<file path="src/fpmlp_pkg.sv">
package fpmlp_pkg;

  localparam int DEF_NUM_LAYERS  = 3;
  localparam int DEF_MAX_LAYER   = 32;
  localparam int DEF_INPUT_SIZE  = 32;
  localparam int DEF_OUTPUT_SIZE = 3;

  localparam int WSLICE     = 1024;
  localparam int BUF_DEPTH  = 32;
  localparam int BUF_AW     = 5;
  localparam int W_ADDR_W   = 12;
  localparam int B_ADDR_W   = 7;
  localparam int BIAS_MULT  = 100;

  localparam logic [5:0]  SIZE0_RST = 6'd32;
  localparam logic [5:0]  SIZE1_RST = 6'd32;
  localparam logic [5:0]  SIZE2_RST = 6'd3;
  localparam logic [5:0]  SIZE3_RST = 6'd3;
  localparam logic [15:0] SCALE_RST = 16'd100;

  localparam logic [2:0] CFG_SIZE0 = 3'd0;
  localparam logic [2:0] CFG_SIZE1 = 3'd1;
  localparam logic [2:0] CFG_SIZE2 = 3'd2;
  localparam logic [2:0] CFG_SIZE3 = 3'd3;
  localparam logic [2:0] CFG_SCALE = 3'd4;

  typedef enum logic [1:0] {
    OP_WEIGHT  = 2'd0,
    OP_BIAS    = 2'd1,
    OP_FEATURE = 2'd2,
    OP_RUN     = 2'd3
  } opcode_t;

  typedef struct packed {
    opcode_t            opcode;
    logic [1:0]         layer_sel;
    logic [9:0]         entry_addr;
    logic signed [31:0] data_value;
  } in_word_t;

  typedef struct packed {
    logic [4:0]         out_index;
    logic signed [31:0] out_value;
    logic               out_last;
  } out_word_t;

  typedef struct packed {
    logic                feat_re;
    logic [BUF_AW-1:0]   feat_raddr;
    logic                prev_re;
    logic [BUF_AW-1:0]   prev_raddr;
    logic                prev_we;
    logic [BUF_AW-1:0]   prev_waddr;
    logic                prev_wsrc;
    logic                curr_re;
    logic [BUF_AW-1:0]   curr_raddr;
    logic                curr_we;
    logic [BUF_AW-1:0]   curr_waddr;
    logic                w_re;
    logic [W_ADDR_W-1:0] w_raddr;
    logic                b_re;
    logic [B_ADDR_W-1:0] b_raddr;
    logic                mac_issue;
    logic                acc_clr;
    logic                bias_add;
    logic                div_start;
    logic                relu;
  } dp_cmd_t;

  typedef struct packed {
    logic mac_busy;
    logic div_busy;
  } dp_status_t;

  function automatic logic [5:0] eff_size(input logic [5:0] s, input int max_layer);
    logic [5:0] r;
    r = s;
    if (s == 6'd0) r = 6'd1;
    if (int'(s) > max_layer) r = 6'(max_layer);
    return r;
  endfunction

endpackage

</file>
<file path="src/fpmlp_ctrl.sv">
module fpmlp_ctrl #(
  parameter int NUM_LAYERS  = fpmlp_pkg::DEF_NUM_LAYERS,
  parameter int MAX_LAYER   = fpmlp_pkg::DEF_MAX_LAYER,
  parameter int INPUT_SIZE  = fpmlp_pkg::DEF_INPUT_SIZE,
  parameter int OUTPUT_SIZE = fpmlp_pkg::DEF_OUTPUT_SIZE
) (
  input  logic                  clk,
  input  logic                  rst,
  input  logic                  start_run,
  input  logic [3:0][5:0]       sizes,
  input  fpmlp_pkg::dp_status_t status,
  output fpmlp_pkg::dp_cmd_t    cmd,
  output logic                  busy,
  output logic                  done,
  output logic [4:0]            out_index,
  output logic                  out_last
);
  import fpmlp_pkg::*;

  localparam logic [1:0]        LAST_LAYER = 2'(NUM_LAYERS - 1);
  localparam logic [BUF_AW-1:0] LAST_IN    = BUF_AW'(INPUT_SIZE - 1);
  localparam logic [BUF_AW-1:0] LAST_OUT   = BUF_AW'(OUTPUT_SIZE - 1);

  typedef enum logic [3:0] {
    S_IDLE, S_COPYF, S_NSTART, S_MAC, S_DRAIN, S_BIAS,
    S_DIVGO, S_DIV, S_WRITE, S_COPYA, S_LNEXT, S_OUT
  } state_t;

  state_t            state;
  logic [1:0]        layer;
  logic [BUF_AW-1:0] i, n, c, k, cp_addr;
  logic [5:0]        prev_size, size;
  logic [9:0]        base;
  logic              cp_wr, cp_src;

  assign size = eff_size(sizes[layer], MAX_LAYER);
  assign busy = state != S_IDLE;

  always_comb begin
    cmd            = '0;
    cmd.feat_re    = state == S_COPYF;
    cmd.feat_raddr = i;
    cmd.prev_re    = state == S_MAC || state == S_OUT;
    cmd.prev_raddr = (state == S_MAC) ? c : k;
    cmd.prev_we    = cp_wr;
    cmd.prev_waddr = cp_addr;
    cmd.prev_wsrc  = cp_src;
    cmd.curr_re    = state == S_COPYA;
    cmd.curr_raddr = i;
    cmd.curr_we    = state == S_WRITE;
    cmd.curr_waddr = n;
    cmd.w_re       = state == S_MAC;
    cmd.w_raddr    = {layer, base + {5'd0, c}};
    cmd.b_re       = state == S_NSTART;
    cmd.b_raddr    = {layer, n};
    cmd.mac_issue  = state == S_MAC;
    cmd.acc_clr    = state == S_NSTART;
    cmd.bias_add   = state == S_BIAS;
    cmd.div_start  = state == S_DIVGO;
    cmd.relu       = layer != LAST_LAYER;
  end

  always_ff @(posedge clk) begin
    if (rst) begin
      state <= S_IDLE;
      cp_wr <= 1'b0;
      done  <= 1'b0;
    end else begin
      cp_wr     <= state == S_COPYF || state == S_COPYA;
      cp_addr   <= i;
      cp_src    <= state == S_COPYA;
      done      <= state == S_OUT;
      out_index <= k;
      out_last  <= k == LAST_OUT;
      case (state)
        S_IDLE: begin
          if (start_run) begin
            i     <= '0;
            state <= S_COPYF;
          end
        end
        S_COPYF: begin
          if (i == LAST_IN) begin
            layer     <= 2'd0;
            prev_size <= 6'(INPUT_SIZE);
            n         <= '0;
            base      <= 10'd0;
            state     <= S_NSTART;
          end else begin
            i <= i + 1'b1;
          end
        end
        S_NSTART: begin
          c     <= '0;
          state <= S_MAC;
        end
        S_MAC: begin
          if ({1'b0, c} == prev_size - 6'd1) begin
            state <= S_DRAIN;
          end else begin
            c <= c + 1'b1;
          end
        end
        S_DRAIN: begin
          if (!status.mac_busy) begin
            state <= S_BIAS;
          end
        end
        S_BIAS:  state <= S_DIVGO;
        S_DIVGO: state <= S_DIV;
        S_DIV: begin
          if (!status.div_busy) begin
            state <= S_WRITE;
          end
        end
        S_WRITE: begin
          if ({1'b0, n} == size - 6'd1) begin
            i     <= '0;
            state <= S_COPYA;
          end else begin
            n     <= n + 1'b1;
            base  <= base + {4'd0, prev_size};
            state <= S_NSTART;
          end
        end
        S_COPYA: begin
          if ({1'b0, i} == size - 6'd1) begin
            state <= S_LNEXT;
          end else begin
            i <= i + 1'b1;
          end
        end
        S_LNEXT: begin
          prev_size <= size;
          n         <= '0;
          base      <= 10'd0;
          if (layer == LAST_LAYER) begin
            k     <= '0;
            state <= S_OUT;
          end else begin
            layer <= layer + 2'd1;
            state <= S_NSTART;
          end
        end
        S_OUT: begin
          if (k == LAST_OUT) begin
            state <= S_IDLE;
          end else begin
            k <= k + 1'b1;
          end
        end
        default: state <= S_IDLE;
      endcase
    end
  end

endmodule

</file>
<file path="config.mk">
export PLATFORM = sky130hd
export DESIGN_NAME = fpmlp_ctrl
export DESIGN_NICKNAME = d
export VERILOG_FILES = /design/src/fpmlp_pkg.sv /design/src/fpmlp_ctrl.sv
export SDC_FILE = /design/constraint.sdc
export NUM_CORES = 1
export LEC_CHECK = 0
export ABC_AREA = 0
export BUFFER_PORTS_ARGS = -buffer_cell sky130_fd_sc_hd__buf_2
export CAP_MARGIN = 40
export CORE_ASPECT_RATIO = 1.4
export CORE_MARGIN = 4
export CORE_UTILIZATION = 49
export DETAILED_ROUTE_END_ITERATION = 12
export HOLD_SLACK_MARGIN = 0.15
export PLACE_DENSITY = 0.78
export SLEW_MARGIN = 10
export SYNTH_ARGS = -nofsm -noshare
export SYNTH_HDL_FRONTEND = slang
export SYNTH_SLANG_ARGS = --single-unit
</file>
<file path="constraint.sdc">
create_clock -name clk -period 3.8 [get_ports clk]
set_input_delay 0.19 -clock clk [delete_from_list [all_inputs] [get_ports clk]]
set_output_delay 0.19 -clock clk [all_outputs]
set_load 0.03 [all_outputs]
</file>
# Word-level counts from Yosys, hierarchy flattened

Cells that the tools add are included.

Bits in registers: 56
Bits of input ports: 29
Output and inout bits: 65

$add $sub $neg: 9
Magnitude comparators: 2
Equality and inequality tests: 33
Muxes and demuxes: 36
Bitwise gates (word level): 1
Reductions and logical operators: 17

Operators with widths:

| kind                                                                    | count |
|---|---|
| 5-bit 2-to-1 mux                                                        | 10 |
| 4-bit one-hot mux with 12 select lines                                  | 1 |
| 4-bit 2-to-1 mux                                                        | 9 |
| 10-bit one-hot mux with 3 select lines                                  | 1 |
| 6-bit 2-to-1 mux                                                        | 4 |
| 2-bit inequality test, second input constant                            | 11 |
| 5-bit by 1-bit adder with 5-bit output, second input constant           | 4 |
| 10-bit 2-to-1 mux                                                       | 2 |
| 5-bit one-hot mux with 2 select lines                                   | 2 |
| 5-bit one-hot mux with 4 select lines                                   | 1 |
| 5-bit by 6-bit == test with 1-bit output                                | 3 |
| 4-bit by 3-bit == test with 1-bit output, second input constant         | 4 |
| 4-bit == test, second input constant                                    | 4 |
| 5-bit one-hot mux with 3 select lines                                   | 1 |
| 6-bit binary-select mux with 2-bit select                               | 1 |
| 6-bit one-hot mux with 2 select lines                                   | 1 |
| 4-bit AND reduction                                                     | 3 |
| 6-bit by 1-bit subtractor with 6-bit output, second input constant      | 2 |
| 10-bit by 5-bit adder with 10-bit output                                | 1 |
| 10-bit by 6-bit adder with 10-bit output                                | 1 |
| 2-bit by 1-bit inequality test with 1-bit output, second input constant | 5 |
| 4-bit by 2-bit == test with 1-bit output, second input constant         | 2 |
| 4-bit nonzero test                                                      | 2 |
| 7-bit AND reduction                                                     | 1 |
| 17 further kinds                                                        | 22 |

# Logic depth before layout (Yosys ltp)

Depth in word-level cells: 9
Mapped depth: 10

# Worst setup path after synthesis

No wires, ideal clock.

Kind: flip-flop to flip-flop
Start: register layer[0]
End: register base[0], enable pin
Setup time: 0.392 ns
Arrival: 3.923 ns
Path slack: -0.515 ns
Cell stages (with the launch flop): 11
Path through: edfxtp_1 -> buf_6 -> mux4_2 -> nor4_1 -> o21ai_0 -> ha_1 -> and2_1 -> a311oi_2 -> xnor2_1 -> a311o_1 -> a21oi_1

Word-level cells in the longest chain between the ends: 9
Elaborated cells on any way between the ends: 10
Those cells by class: add/sub (1); order compare (1); eq/ne (2); mux (4); reduce/logical (2)

RTL lines:

| element                                                    | RTL line          | source |
|---|---|---|
| start: declaration                                         | fpmlp_ctrl.sv:30  | `logic [1:0] layer;` |
| start signal: assignment                                   | fpmlp_ctrl.sv:141 | `layer <= layer + 2'd1;` |
| 6-bit binary-select mux with 2-bit select *                | fpmlp_ctrl.sv:36  | `assign size = eff_size(sizes[layer], MAX_LAYER);` |
| 6-bit 2-to-1 mux (not written as such) *                   | fpmlp_ctrl.sv:36  |  |
| branches (longest 2 deep; another with 6-bit > comparator) | n/a               |  |
| 6-bit 2-to-1 mux *                                         | fpmlp_pkg.sv:79   | `if (int'(s) > max_layer) r = 6'(max_layer);` |
| 6-bit by 1-bit subtractor with 6-bit output *              | fpmlp_ctrl.sv:117 | `if ({1'b0, n} == size - 6'd1) begin` |
| 5-bit by 6-bit == test with 1-bit output *                 | fpmlp_ctrl.sv:117 |  |
| 2-bit inequality test (no line) *                          | n/a               |  |
| 4-bit AND reduction (no line) *                            | n/a               |  |
| end signal: assignment                                     | fpmlp_ctrl.sv:122 | `base <= base + {4'd0, prev_size};` |
| end: declaration                                           | fpmlp_ctrl.sv:33  | `logic [9:0] base;` |

Every way passes the cells marked *. The select of a mux whose other input is x is not followed.
A chain may end at the register's enable or synchronous reset.

# Final worst setup path

Start: register layer[0]
End: register n[4], enable pin

Word-level cells in the longest chain between the ends: 9
Elaborated cells on any way between the ends: 10
Those cells by class: add/sub (1); order compare (1); eq/ne (2); mux (4); reduce/logical (2)

RTL lines:

| element                                                    | RTL line          | source |
|---|---|---|
| 6-bit binary-select mux with 2-bit select *                | fpmlp_ctrl.sv:36  |  |
| 6-bit 2-to-1 mux (not written as such) *                   | fpmlp_ctrl.sv:36  |  |
| branches (longest 2 deep; another with 6-bit > comparator) | n/a               |  |
| 6-bit 2-to-1 mux *                                         | fpmlp_pkg.sv:79   |  |
| 6-bit by 1-bit subtractor with 6-bit output *              | fpmlp_ctrl.sv:117 |  |
| 5-bit by 6-bit == test with 1-bit output *                 | fpmlp_ctrl.sv:117 |  |
| 2-bit inequality test (no line) *                          | n/a               |  |
| 4-bit AND reduction (no line) *                            | n/a               |  |
| end signal: assignment                                     | fpmlp_ctrl.sv:121 | `n <= n + 1'b1;` |
| end: declaration                                           | fpmlp_ctrl.sv:31  | `logic [BUF_AW-1:0] i, n, c, k, cp_addr;` |

Marked as above.

==> reports/qor.yml <==
worstPathArrival_ns: 3.58
cp_num_cells: 11
postCtsSetupRepairBufs: 0
ant_nets: 0
finalWirelength_mm: 7.96
r2r-end: "n[4]$_SDFFCE_PN0P_"
initial_core_util_pct: 50.4
synth_top_family_by_area: "simple AND/OR/NAND/NOR gates"
reg2reg_depth: 11
swShare_pct: 43.9
clockPowerShare_pct: 15.5
yosys.area_share.adder_pct: 7.82
final_layout_size_suffix_gt1_share_pct: 27.3
holdBufCountCts: 0
grt_pass1_vias: 3008
cts.sinks: 56
muxShareOfSynthArea_pct: 4.25
cts_tree: "done"
via_per_inst: 5.51
die_w_um: 81.6
min_to: "done$_SDFF_PP0_"
cap_viol_max_count: 0
htreeDepth: 2
path_max_fanout: 15
final_cell_mix: "93 x buf_2, 50 x edfxtp_1, 43 x nor2_1"
post_dp_cell_area_um2: 4220
diodes: 0
synth_ff_type: "edfxtp_1"
finalMaxSlewViolations: 0
io_buffers: 93
gp_congestion: 0.871
antenna_found_initial: 0
clk_latency_ns: 0.32
cts_resized: 0
finalClockSkew_ns: 0.0152
dr.max_layer_used: "met4"
intPower_mw: 1.24
fmax_ghz: 0.282
p_switching_mw: 0.972
cpLargestDelayFamily: "compound AO/OA/AOI/OAI gates"
rsz0062_at_grt: "false"
syn_inst: 365
ys_types: 48
slowest_delay_ns: 0.57
layout_min_cycle_time_ns: 3.55
syn2layout_area_growth_pct: 16.8
synth_top_area_cell: "edfxtp_1"
vias: 3022
final_nets: 501
vdd_ir_drop_max_mv: 0.379
wl_met2_mm: 4.23
clkTransAtPathRegs_ns: 0.11
clockRootBuffer: "clkbuf_8"
outcome: "finished clean"
synth_seq_cells: 56
powerDensity_nw_per_um2: 511
cp.required_ns: 3.83
numCtsBuffers: 5
worstSetupEndpointType: "register"
synth-edff-count: 50
first_pass_iters: 5
coreArea_um2: 7360
num_rows: 37
track_usage_pct: 18.5
design_area_um2: 4330
synth_area_leaders: "edfxtp_1 40%, ha_1 6.7%, xnor2_1 4.7%"
synthesis.area_um2: 3710
synth-simple-area-share_pct: 18.3
min_path_cells: 2
tns_ns: 0
yosys_warnings: 0
seq_power_share_pct: 40.1
combPwrFrac_pct: 44.4
hold_violations: 0
worst_pin_slew_ns: 0.747
path_cells: "buf_4 -> mux4_2 -> nor4_2 -> o21ai_0 -> ha_1 -> and2_1 -> a311oi_2 -> xnor2_1 -> a311o_1 -> a21oi_4 -> buf_12"
path_buf_inv: 2
reg2reg_slack_ns: 0.25
grt-ovfl-total: 0
drc_errors: 0
grt_start_max_net_pins: 20
synth.net_count: 416
async_flop_share_pct: 0
synth_compound_area_share_pct: 10.6
setup_violations: 0
final.period_utilization_pct: 93.4
layout_commonest_cell: "buf_2"
wl_met3_um: 480
synthXorXnorAreaFrac_pct: 8.63
worstSetupStartpointType: "register"
r2r-start: "layer[0]$_SDFFCE_PP0P_"
initialDrtViolationCount: 165
hp-class: "in2reg"
dieArea_um2: 9050
crit_slowest_cell: "mux4_2"
path_class: "reg2reg"
drt-met1-wl_mm: 3.04
pin_count: 94
slew_headroom_pct: 49.8
clk_path_buf_depth: 2
grt_pass1_wl_mm: 13.4
seq_area_frac_synth_pct: 43.7
synth.top_cell.area_share_pct: 40.5
fp.dieH_um: 111
dp_hpwl_mm: 6.30
syn_avg_cell_area_um2: 10.2
min_from: "rst"
power_leakage_nw: 1.82
wl_per_cell_um: 14.5
[state kept, by name (all words and copies together) (netlist names)]
name and flops:
base 10, c 5, cp_addr 5, cp_src 1, cp_wr 1, done 1, i 5, k 5
layer 2, n 5, out_index 5, out_last 1, prev_size 6, state 4
[stage by stage]
step / hold WS, ns / utilization, % / instances / setup slack (ns) / total power, mW
after floorplan: 0.494 / - / 365 / 0.0557 / 1.64
after global placement: 0.520 / 57.1 / 536 / 0.220 / 1.86
after detailed placement: 0.532 / 57.3 / 537 / 0.120 / 1.88
after CTS: 0.192 / 58.6 / 545 / 0.109 / 2.21
after global routing: 0.198 / 58.9 / 548 / 0.00365 / 2.34
final: 0.194 / 58.9 / 548 / 0.252 / 2.21
[logic make-up (layout without fill, tap and decap cells)]
family / count (synthesis) / in the layout
xor gates and xnor gates: 35 / 35
buffers and inverters: 48 / 134
AOI/OAI and AO/OA: 59 / 59
muxes: 8 / 8
and+or+nand+nor: 137 / 137
DFF: 56 / 56
adders and majority gates: 22 / 22
[area by class of cell]
class | count | area, µm²
inverters | 25 | 93.8
clock inverters | 3 | 27.5
fillers | 621 | 3030
clock buffers | 5 | 68.8
well taps | 97 | 121
flip-flops and latches | 56 | 1620
multi-input cells | 261 | 1860
repair buffers | 101 | 542
[metal layers]
layer	GRT usage, %	up-vias
met4	7.22	0
met5	0	-
met3	3.41	23
li1	-	1456
met1	21.3	1427
met2	32.8	116
[cell usage after synthesis (5+ instances only)]
cell and number:
nand2_1 30, a21oi_1 21, nor3_1 10, xor2_1 14
and3_1 7, and2_1 7, nor2b_1 5, nand2b_1 6
o21ai_0 12, edfxtp_1 50, nor2_1 43, inv_1 24
mux4_2 6, nand3_1 12, ha_1 20, clkbuf_1 6
xnor2_1 20, dfxtp_1 6, buf_4 16
[worst max path at each step]
stage                           startpoint               endpoint  slack, ns
floorplan           layer[0]$_SDFFCE_PP0P_  base[0]$_SDFFCE_PN0P_       0.06
global placement    layer[0]$_SDFFCE_PP0P_     n[0]$_SDFFCE_PN0P_       0.22
detailed placement  layer[0]$_SDFFCE_PP0P_  base[9]$_SDFFCE_PN0P_       0.12
CTS                 layer[0]$_SDFFCE_PP0P_     n[4]$_SDFFCE_PN0P_       0.11
global route        layer[0]$_SDFFCE_PP0P_     n[1]$_SDFFCE_PN0P_      0.004
finish              layer[0]$_SDFFCE_PP0P_     n[4]$_SDFFCE_PN0P_       0.25
[power by group through the flow]
stage | clock, mW | combinational (mW) | sequential [mW]
after global routing | 0.374 | 1.07 | 0.900
after detailed placement | 0 | 0.979 | 0.900
after global placement | 0 | 0.962 | 0.897
final | 0.343 | 0.984 | 0.888
after floorplan | 0 | 0.716 | 0.926
after CTS | 0.346 | 0.983 | 0.886
No activity file was read; power rests on OpenSTA's default activity.
